**src/rtl/gsm_pkg.sv**
```systemverilog
package gsm_pkg;

  // Default sizes
  localparam int STACK_DEPTH_DEF = 256;
  localparam int SLOT_COUNT_DEF  = 256;

  // Register port
  localparam int CFG_AW = 5;
  localparam int CFG_DW = 32;
  localparam int N_OPS  = 6;

  // Instruction codes
  localparam logic [2:0] CMD_NOP    = 3'd0;
  localparam logic [2:0] CMD_CONST  = 3'd1;
  localparam logic [2:0] CMD_ADD    = 3'd2;
  localparam logic [2:0] CMD_LOAD   = 3'd3;
  localparam logic [2:0] CMD_STORE  = 3'd4;
  localparam logic [2:0] CMD_RETURN = 3'd5;
  localparam logic [2:0] CMD_BEGIN  = 3'd6;
  localparam logic [2:0] CMD_END    = 3'd7;

  // Result status codes
  localparam logic [2:0] ST_OK      = 3'd0;
  localparam logic [2:0] ST_SUCCESS = 3'd1;
  localparam logic [2:0] ST_FULL    = 3'd2;
  localparam logic [2:0] ST_UNDER   = 3'd3;
  localparam logic [2:0] ST_GAS     = 3'd4;
  localparam logic [2:0] ST_KEY     = 3'd5;
  localparam logic [2:0] ST_IGNORED = 3'd6;

  // Register indexes (byte address / 4)
  localparam logic [2:0] REG_COST_NOP    = 3'd0;
  localparam logic [2:0] REG_COST_CONST  = 3'd1;
  localparam logic [2:0] REG_COST_ADD    = 3'd2;
  localparam logic [2:0] REG_COST_LOAD   = 3'd3;
  localparam logic [2:0] REG_COST_STORE  = 3'd4;
  localparam logic [2:0] REG_COST_RETURN = 3'd5;
  localparam logic [2:0] REG_BYTE_COST   = 3'd6;

  typedef struct packed {
    logic [2:0]         cmd;
    logic signed [63:0] immediate;
  } in_item_t;

  typedef struct packed {
    logic [2:0]  status;
    logic        done_res;
    logic [31:0] value;
    logic [31:0] gas_total;
    logic [31:0] store_total;
  } out_item_t;

  typedef struct packed {
    logic [N_OPS-1:0][15:0] op_cost;
    logic [7:0]             byte_cost;
  } cost_cfg_t;

  // Machine state kept in flops; tos/nos hold the top two stack entries
  typedef struct packed {
    logic        halted;
    logic [63:0] tos;
    logic [63:0] nos;
    logic [31:0] gas;
    logic [31:0] limit;
    logic [31:0] wcnt;
  } mach_t;

  typedef struct packed {
    logic        stk_we;
    logic [63:0] stk_wdata;
    logic        slot_we;
    logic [31:0] slot_wdata;
  } mem_wr_t;

endpackage

```
**src/rtl/gsm_exec.sv**
```systemverilog
// Executes one instruction against the current machine state.
module gsm_exec import gsm_pkg::*; #(
  parameter int STACK_DEPTH = STACK_DEPTH_DEF,
  parameter int SLOT_COUNT  = SLOT_COUNT_DEF,
  localparam int CW  = $clog2(STACK_DEPTH + 1),
  localparam int SAW = $clog2(STACK_DEPTH)
) (
  input  in_item_t  item,
  input  mach_t     mach,
  input  logic [CW-1:0] cnt,
  input  logic [63:0] third,
  input  logic [31:0] slot_rd,
  input  cost_cfg_t cost,
  output mach_t     mach_nxt,
  output logic [CW-1:0] cnt_nxt,
  output logic [SAW-1:0] stk_waddr,
  output mem_wr_t   wr,
  output out_item_t res
);

  logic [15:0] op_cost;
  logic [32:0] gas_op;
  logic        ok_op;
  logic [10:0] mem_chg;
  logic [33:0] gas_mem;
  logic        ok_mem;
  logic        full;
  logic        key_ok;
  logic [63:0] sum;
  logic [63:0] push_val;
  logic [31:0] lim_sat;
  logic [CW-1:0] cnt_m2;
  logic [2:0]  status;
  logic [31:0] value;
  logic        done;

  // Gas checks: instruction cost, then memory bytes on top of it
  always_comb begin
    if (item.cmd <= CMD_RETURN) begin
      op_cost = cost.op_cost[item.cmd];
    end else begin
      op_cost = '0;
    end
    gas_op  = {1'b0, mach.gas} + {17'b0, op_cost};
    ok_op   = gas_op <= {1'b0, mach.limit};
    // store moves 4 bytes, a push 8
    if (item.cmd == CMD_STORE) begin
      mem_chg = {1'b0, cost.byte_cost, 2'b00};
    end else begin
      mem_chg = {cost.byte_cost, 3'b000};
    end
    gas_mem = {1'b0, gas_op} + {23'b0, mem_chg};
    ok_mem  = gas_mem <= {2'b0, mach.limit};
  end

  // Operand checks and data paths
  always_comb begin
    full     = cnt == CW'(STACK_DEPTH);
    key_ok   = $unsigned(item.immediate) < 64'(SLOT_COUNT);
    sum      = mach.tos + mach.nos;
    cnt_m2   = cnt - CW'(2);
    push_val = (item.cmd == CMD_LOAD) ? {32'b0, slot_rd} : item.immediate;
    // begin limit saturates to 0..2^32-1
    if (item.immediate[63]) begin
      lim_sat = '0;
    end else if (|item.immediate[62:32]) begin
      lim_sat = '1;
    end else begin
      lim_sat = item.immediate[31:0];
    end
  end

  // Instruction sequencing
  always_comb begin
    mach_nxt  = mach;
    cnt_nxt   = cnt;
    stk_waddr = cnt[SAW-1:0];
    wr        = '0;
    status    = ST_OK;
    value     = '0;

    if (item.cmd == CMD_BEGIN) begin
      mach_nxt.halted = 1'b0;
      mach_nxt.gas    = '0;
      mach_nxt.wcnt   = '0;
      mach_nxt.limit  = lim_sat;
      cnt_nxt         = '0;
    end else if (mach.halted) begin
      status = ST_IGNORED;
    end else if (item.cmd == CMD_END) begin
      status = ST_SUCCESS;
    end else if (!ok_op) begin
      status = ST_GAS;
    end else begin
      mach_nxt.gas = gas_op[31:0];
      case (item.cmd)
        CMD_CONST, CMD_LOAD: begin
          if (item.cmd == CMD_LOAD && !key_ok) begin
            status = ST_KEY;
          end else if (full) begin
            status = ST_FULL;
          end else if (!ok_mem) begin
            status = ST_GAS;
          end else begin
            mach_nxt.gas = gas_mem[31:0];
            mach_nxt.tos = push_val;
            mach_nxt.nos = mach.tos;
            cnt_nxt      = cnt + CW'(1);
            wr.stk_we    = 1'b1;
            wr.stk_wdata = push_val;
          end
        end
        CMD_ADD: begin
          if (cnt < CW'(2)) begin
            status = ST_UNDER;
          end else if (!ok_mem) begin
            status = ST_GAS;
          end else begin
            // pop two, push the sum in place of the lower one
            mach_nxt.gas = gas_mem[31:0];
            mach_nxt.tos = sum;
            mach_nxt.nos = third;
            cnt_nxt      = cnt - CW'(1);
            stk_waddr    = cnt_m2[SAW-1:0];
            wr.stk_we    = 1'b1;
            wr.stk_wdata = sum;
          end
        end
        CMD_STORE: begin
          if (cnt == '0) begin
            status = ST_UNDER;
          end else if (!key_ok) begin
            status = ST_KEY;
          end else if (!ok_mem) begin
            status = ST_GAS;
          end else begin
            mach_nxt.gas  = gas_mem[31:0];
            mach_nxt.wcnt = mach.wcnt + 32'd1;
            mach_nxt.tos  = mach.nos;
            mach_nxt.nos  = third;
            cnt_nxt       = cnt - CW'(1);
            wr.slot_we    = 1'b1;
            wr.slot_wdata = mach.tos[31:0];
          end
        end
        CMD_RETURN: begin
          if (cnt == '0) begin
            status = ST_UNDER;
          end else begin
            status = ST_SUCCESS;
            value  = mach.tos[31:0];
          end
        end
        default: begin
        end
      endcase
    end

    // any error, return or end closes the request
    done = (item.cmd != CMD_BEGIN) && (status != ST_OK) && (status != ST_IGNORED);
    if (done) begin
      mach_nxt.halted = 1'b1;
    end

    res.status      = status;
    res.done_res    = done;
    res.value       = value;
    res.gas_total   = mach_nxt.gas;
    res.store_total = mach_nxt.wcnt;
  end

endmodule

```
**config.mk**
```make
export PLATFORM = sky130hd
export DESIGN_NAME = gsm_exec
export DESIGN_NICKNAME = d
export VERILOG_FILES = /design/src/rtl/gsm_pkg.sv /design/src/rtl/gsm_exec.sv
export SDC_FILE = /design/constraint.sdc
export NUM_CORES = 1
export LEC_CHECK = 0
export ABC_AREA = 0
export BUFFER_PORTS_ARGS = -buffer_cell sky130_fd_sc_hd__buf_4
export CAP_MARGIN = 20
export CORE_AREA = 2 2 365 367
export DETAILED_ROUTE_END_ITERATION = 6
export DIE_AREA = 0 0 367 369
export PLACE_DENSITY = 0.3
export SYNTH_ARGS = -nofsm -noshare
export SYNTH_HDL_FRONTEND = slang
export SYNTH_SLANG_ARGS = --single-unit
```
**constraint.sdc**
```tcl
create_clock -name vclk -period 37.9
set_input_delay 7.58 -clock vclk [all_inputs]
set_output_delay 7.58 -clock vclk [all_outputs]
set_load 0.02 [all_outputs]
```
==> flow_summary.toml, run 1 <==
[drt]
ant_nets = 0
routed_wl_um = 137000
vias = 22436
wl_per_cell_um = 27.3
initialDrtViolationCount = 1507
avgViaCountPerCell = 4.49
drtPass1Iterations = 7
drc = 0

[power_and_ir_drop]
ir_drop_mv = 0.00923
power_uw = 470
p_leak_nw = 11.3
power_density_mw_per_mm2 = 19.3

[logic_synthesis]
synthCells = 2477
synth_area_mm2 = 0.0158
avgSynthCellArea_um2 = 6.40
ys_seq_area_share_pct = 0
synth.distinct_cells = 95
syn-num-nets = 3137
yosys_warnings = 0

[global_routing]
grt_usage_pct = 19.0
overflow = 0
grt_max_degree = 69
antenna_found_initial = 27
grt_pass1_wl_um = 185000
grt_pass1_vias = 22802

[timing]
rsz0062_at_grt = "false"
relSlewSlack_pct = 30.9
finalHoldViolations = 0
min_period_over_period_pct = 66.6
timing.final.crit_period_ns = 25.23
worstMarginPinSlew_ns = 1.03
setup_violations = 0
max_clock_freq_mhz = 39.6
finalSetupTns_ns = 0
slew_violations = 0

[run_status]
outcome = "finished, final reports clean"

[critical_path]
path_max_fanout = 63
cp-start-kind = "primary input"
criticalPathCategory = "in2out"
max_stage_delay_ns = 0.77
crit_arrival_ns = 17.65
critPathTopFamily = "compound AO/OA/AOI/OAI gates"
cp-end-kind = "primary output"
crit_required_ns = 30.32
cpMaxStageDelayCell = "nor2_4"
path_buf_inv = 6

[finish]
area_growth_syn_to_layout_pct = 54.1
postLayoutCellArea_mm2 = 0.0244
seq_cell_count = 0
drive_gt1_share_pct = 33.3
nClkBuffers = 0
multi_input_area_mm2 = 0.0145
final_nets = 3892
register_area_um2 = 0
nFillCells = 15257

[cts]
cts_repair_resize_count = 0
hold_buffers = 0
postCtsSetupBuffers = 0

[placement]
hpwl_um = 117000
dpl_cell_area_mm2 = 0.0244
port_buffers = 941
gp_congestion = 0.856

[die]
num_rows = 133
start_util_pct = 12.1
ios = 941
chipHeight_um = 369
fp.dieW_um = 367
dieArea_mm2 = 0.135
placeableCoreArea_mm2 = 0.131

[min_path]
hold_path.class = "in2out"

[flow_run]
drv_cap = 0
==> per-stage QoR <==
stage | hold slack (ns) | util, % | std cells | setup WS (ns)
after floorplan | 15.27 | - | 2477 | 14.24
after global placement | 15.48 | 18.6 | 4983 | 12.88
after detailed placement | 15.48 | 18.6 | 4985 | 12.81
after CTS | 15.48 | 18.6 | 4985 | 12.79
after global routing | 15.50 | 18.6 | 4989 | 12.07
final | 15.48 | 18.6 | 4998 | 12.67
==> path summary, 6_finish.rpt <==
| path | from | end | depth (start not counted) |
|---|---|---|---|
| min | mach[46] | mach_nxt[46] | 4 |
| max | item[65] | wr[37] | 36 |
==> cell usage in the layout, fill, tap and decap left out, types with 15 or more instances in the layout <==
cell / instances
nor4_1: 25
o21ai_0: 191
mux2i_1: 24
and4_1: 15
and2_1: 72
and3_1: 33
mux2_2: 26
o31ai_1: 40
buf_4: 979
ha_1: 156
xnor2_1: 90
nand3_1: 83
o211ai_1: 21
mux4_2: 16
a21o_1: 115
nand4_1: 43
a21oi_1: 202
a31oi_1: 19
a22oi_1: 118
o21a_1: 16
nand2_1: 312
nand2b_1: 25
nor2b_1: 22
inv_1: 87
nor2_1: 213
xor2_1: 63
nor3_1: 23
==> cell type report <==
| type | instances | area share (%) |
|---|---|---|
| timing repair buffer | 980 | 30.2 |
| tap | 1755 | 8.99 |
| inverter | 88 | 1.35 |
| antenna | 13 | 0.133 |
| multi-input combinational | 2162 | 59.3 |
==> cells by family (layout without fill, tap and decap cells) <==
kind of cell    Yosys count  in the layout  synth area share [%]
fa+ha+maj               159            159                  12.7
buf+inv                 315           1068                  9.41
mux                      66             66                  5.64
compound gates          852            852                  35.1
other cells               0             13                     0
simple gates            931            931                  28.6
xor+xnor                154            154                  8.56
==> power by group <==
part	internal (mW)	switching [mW]	total, mW
registers	0	0	0
clock network	0.00000000260	0	0.00000000268
logic	0.182	0.288	0.470
==> cell usage after synthesis, drive strengths merged (15+ instances only) <==
cell      n  area [um2]
nand2   317        1200
inv      88         330
a21o    115         863
xnor2    91         805
o211ai   22         170
and3     33         206
nand3    85         430
a21oi   203        1020
a31oi    19         119
mux2i    24         240
nor4     32         251
nor3     25         125
buf     106         707
ha      156        1950
clkbuf  121         454
nand4    44         282
nor2b    24         158
xor2     63         552
and4     15         131
mux4     16         360
nand2b   25         156
o31ai    43         338
and2     73         459
mux2     26         293
a22oi   118         886
o21a     16         120
nor2    218         835
o21ai   198         995
==> metal layers <==
layer | share of wire, % | global-route usage [%] | vias to the layer above
li1 | - | - | 10555
met1 | 42 | 23.8 | 10981
met2 | 49 | 33.0 | 786
met3 | 6.7 | 3.70 | 102
met4 | 2.7 | 4.71 | 12
met5 | 0.044 | 0 | -
Power figures use the tool's default switching activity.
==> run 2: changes to the inputs <==
clock period = 21.1 ns   (was 37.9 ns; I/O delays follow)
==> flow_summary.toml, run 2 (synthesis results as in run 1) <==
[timing]
relSlewSlack_pct = 29.4
setup_violations = 0
finalSetupTns_ns = 0
finalHoldViolations = 0
rsz0062_at_grt = "false"
min_period_over_period_pct = 86.5
slew_violations = 0
max_clock_freq_mhz = 54.8
timing.final.crit_period_ns = 18.26
finalWorstSetupSlack_ns = 2.84
worstMarginPinSlew_ns = 1.05

[finish]
final_nets = 3889
final_common_cell = "buf_4"
seq_cell_count = 0
nFillCells = 15269
mostFrequentLayoutCells = "buf_4, nand2_1, nor2_1, a21oi_1, o21ai_0"
drive_gt1_share_pct = 33.3
register_area_um2 = 0
nClkBuffers = 0
area_growth_syn_to_layout_pct = 53.7

[power_and_ir_drop]
p_leak_nw = 11.2
power_density_mw_per_mm2 = 34.7
ir_drop_mv = 0.0146

[min_path]
holdPathStages = 4
hold_path.class = "in2out"

[drt]
ant_nets = 0
routed_wl_um = 137000
avgViaCountPerCell = 4.45
wl_per_cell_um = 27.5
initialDrtViolationCount = 1494
drtPass1Iterations = 6
vias = 22201
drc = 0

[die]
dieArea_mm2 = 0.135
start_util_pct = 12.1
ios = 941
fp.dieW_um = 367
chipHeight_um = 369
placeableCoreArea_mm2 = 0.131
num_rows = 133

[critical_path]
cpMaxStageDelayCell = "buf_4"
cp.depth = 37
path_buf_inv = 7
critPathTopFamily = "compound AO/OA/AOI/OAI gates"
crit_required_ns = 16.88
path_max_fanout = 69
max_stage_delay_ns = 0.77
cp-end-kind = "primary output"
cp-start-kind = "primary input"
crit_arrival_ns = 14.04
criticalPathCategory = "in2out"

[global_routing]
grt_max_degree = 70
antenna_found_initial = 26
overflow = 0
grt_usage_pct = 19.2
grt_pass1_wl_um = 188000
grt_pass1_vias = 22804

[placement]
dpl_worst_slack_ns = 2.82
gp_congestion = 0.863
port_buffers = 941
hpwl_um = 118000

[cts]
postCtsSetupBuffers = 0
hold_buffers = 0
cts_repair_resize_count = 0

[flow_run]
drv_cap = 0

[run_status]
outcome = "finished, final reports clean"
-- run 2: cell count changes in the layout (fill, tap and decap cells not counted) --
cell | before | now
buf_16 | 1 | 0
buf_4 | 979 | 977
diode_2 | 13 | 9
-- run 2: report_power, final --
group	switching, mW	internal, mW
registers	0	0
logic	0.517	0.327
clock network	0	0.0000000163
-- run 2: worst paths after layout --
| path | startpoint | end | slack, ns |
|---|---|---|---|
| min | mach[48] | mach_nxt[48] | 8.76 |
| max | item[65] | mach_nxt[144] | 2.84 |
-- run 2: through the flow --
stage               total power [mW]  util (%)  instances  cell area [um2]  hold slack [ns]
floorplan                      0.478         -       2477            15800             8.55
global placement               0.860      18.6       4982            24300             8.76
detailed placement             0.850      18.6       4982            24300             8.76
CTS                            0.854      18.6       4982            24300             8.76
global route                   0.918      18.6       4985            24300             8.79
finish                         0.844      18.6       4991            24400             8.76
-- run 2: cell type report --
class                      count  area [um2]  area share [%]
antenna                        9        22.5          0.0924
inverter                      88         330            1.36
multi-input combinational   2162       14500            59.4
tap                         1755        2200            9.01
timing repair buffer         977        7330            30.1
-- run 2: worst min-delay path, cell delays in order --
cell	delay, ns
buf_4	0.09
nand2_1	0.04
o31ai_1	0.06
buf_4	0.14
-- run 2: per-layer routing --
metal	track usage, %	part of all wire (%)	vias to the layer above
li1	-	-	10522
met1	25.1	44	10856
met2	35.1	50	777
met3	2.25	5.2	42
met4	1.04	0.72	4
met5	0	0.019	-
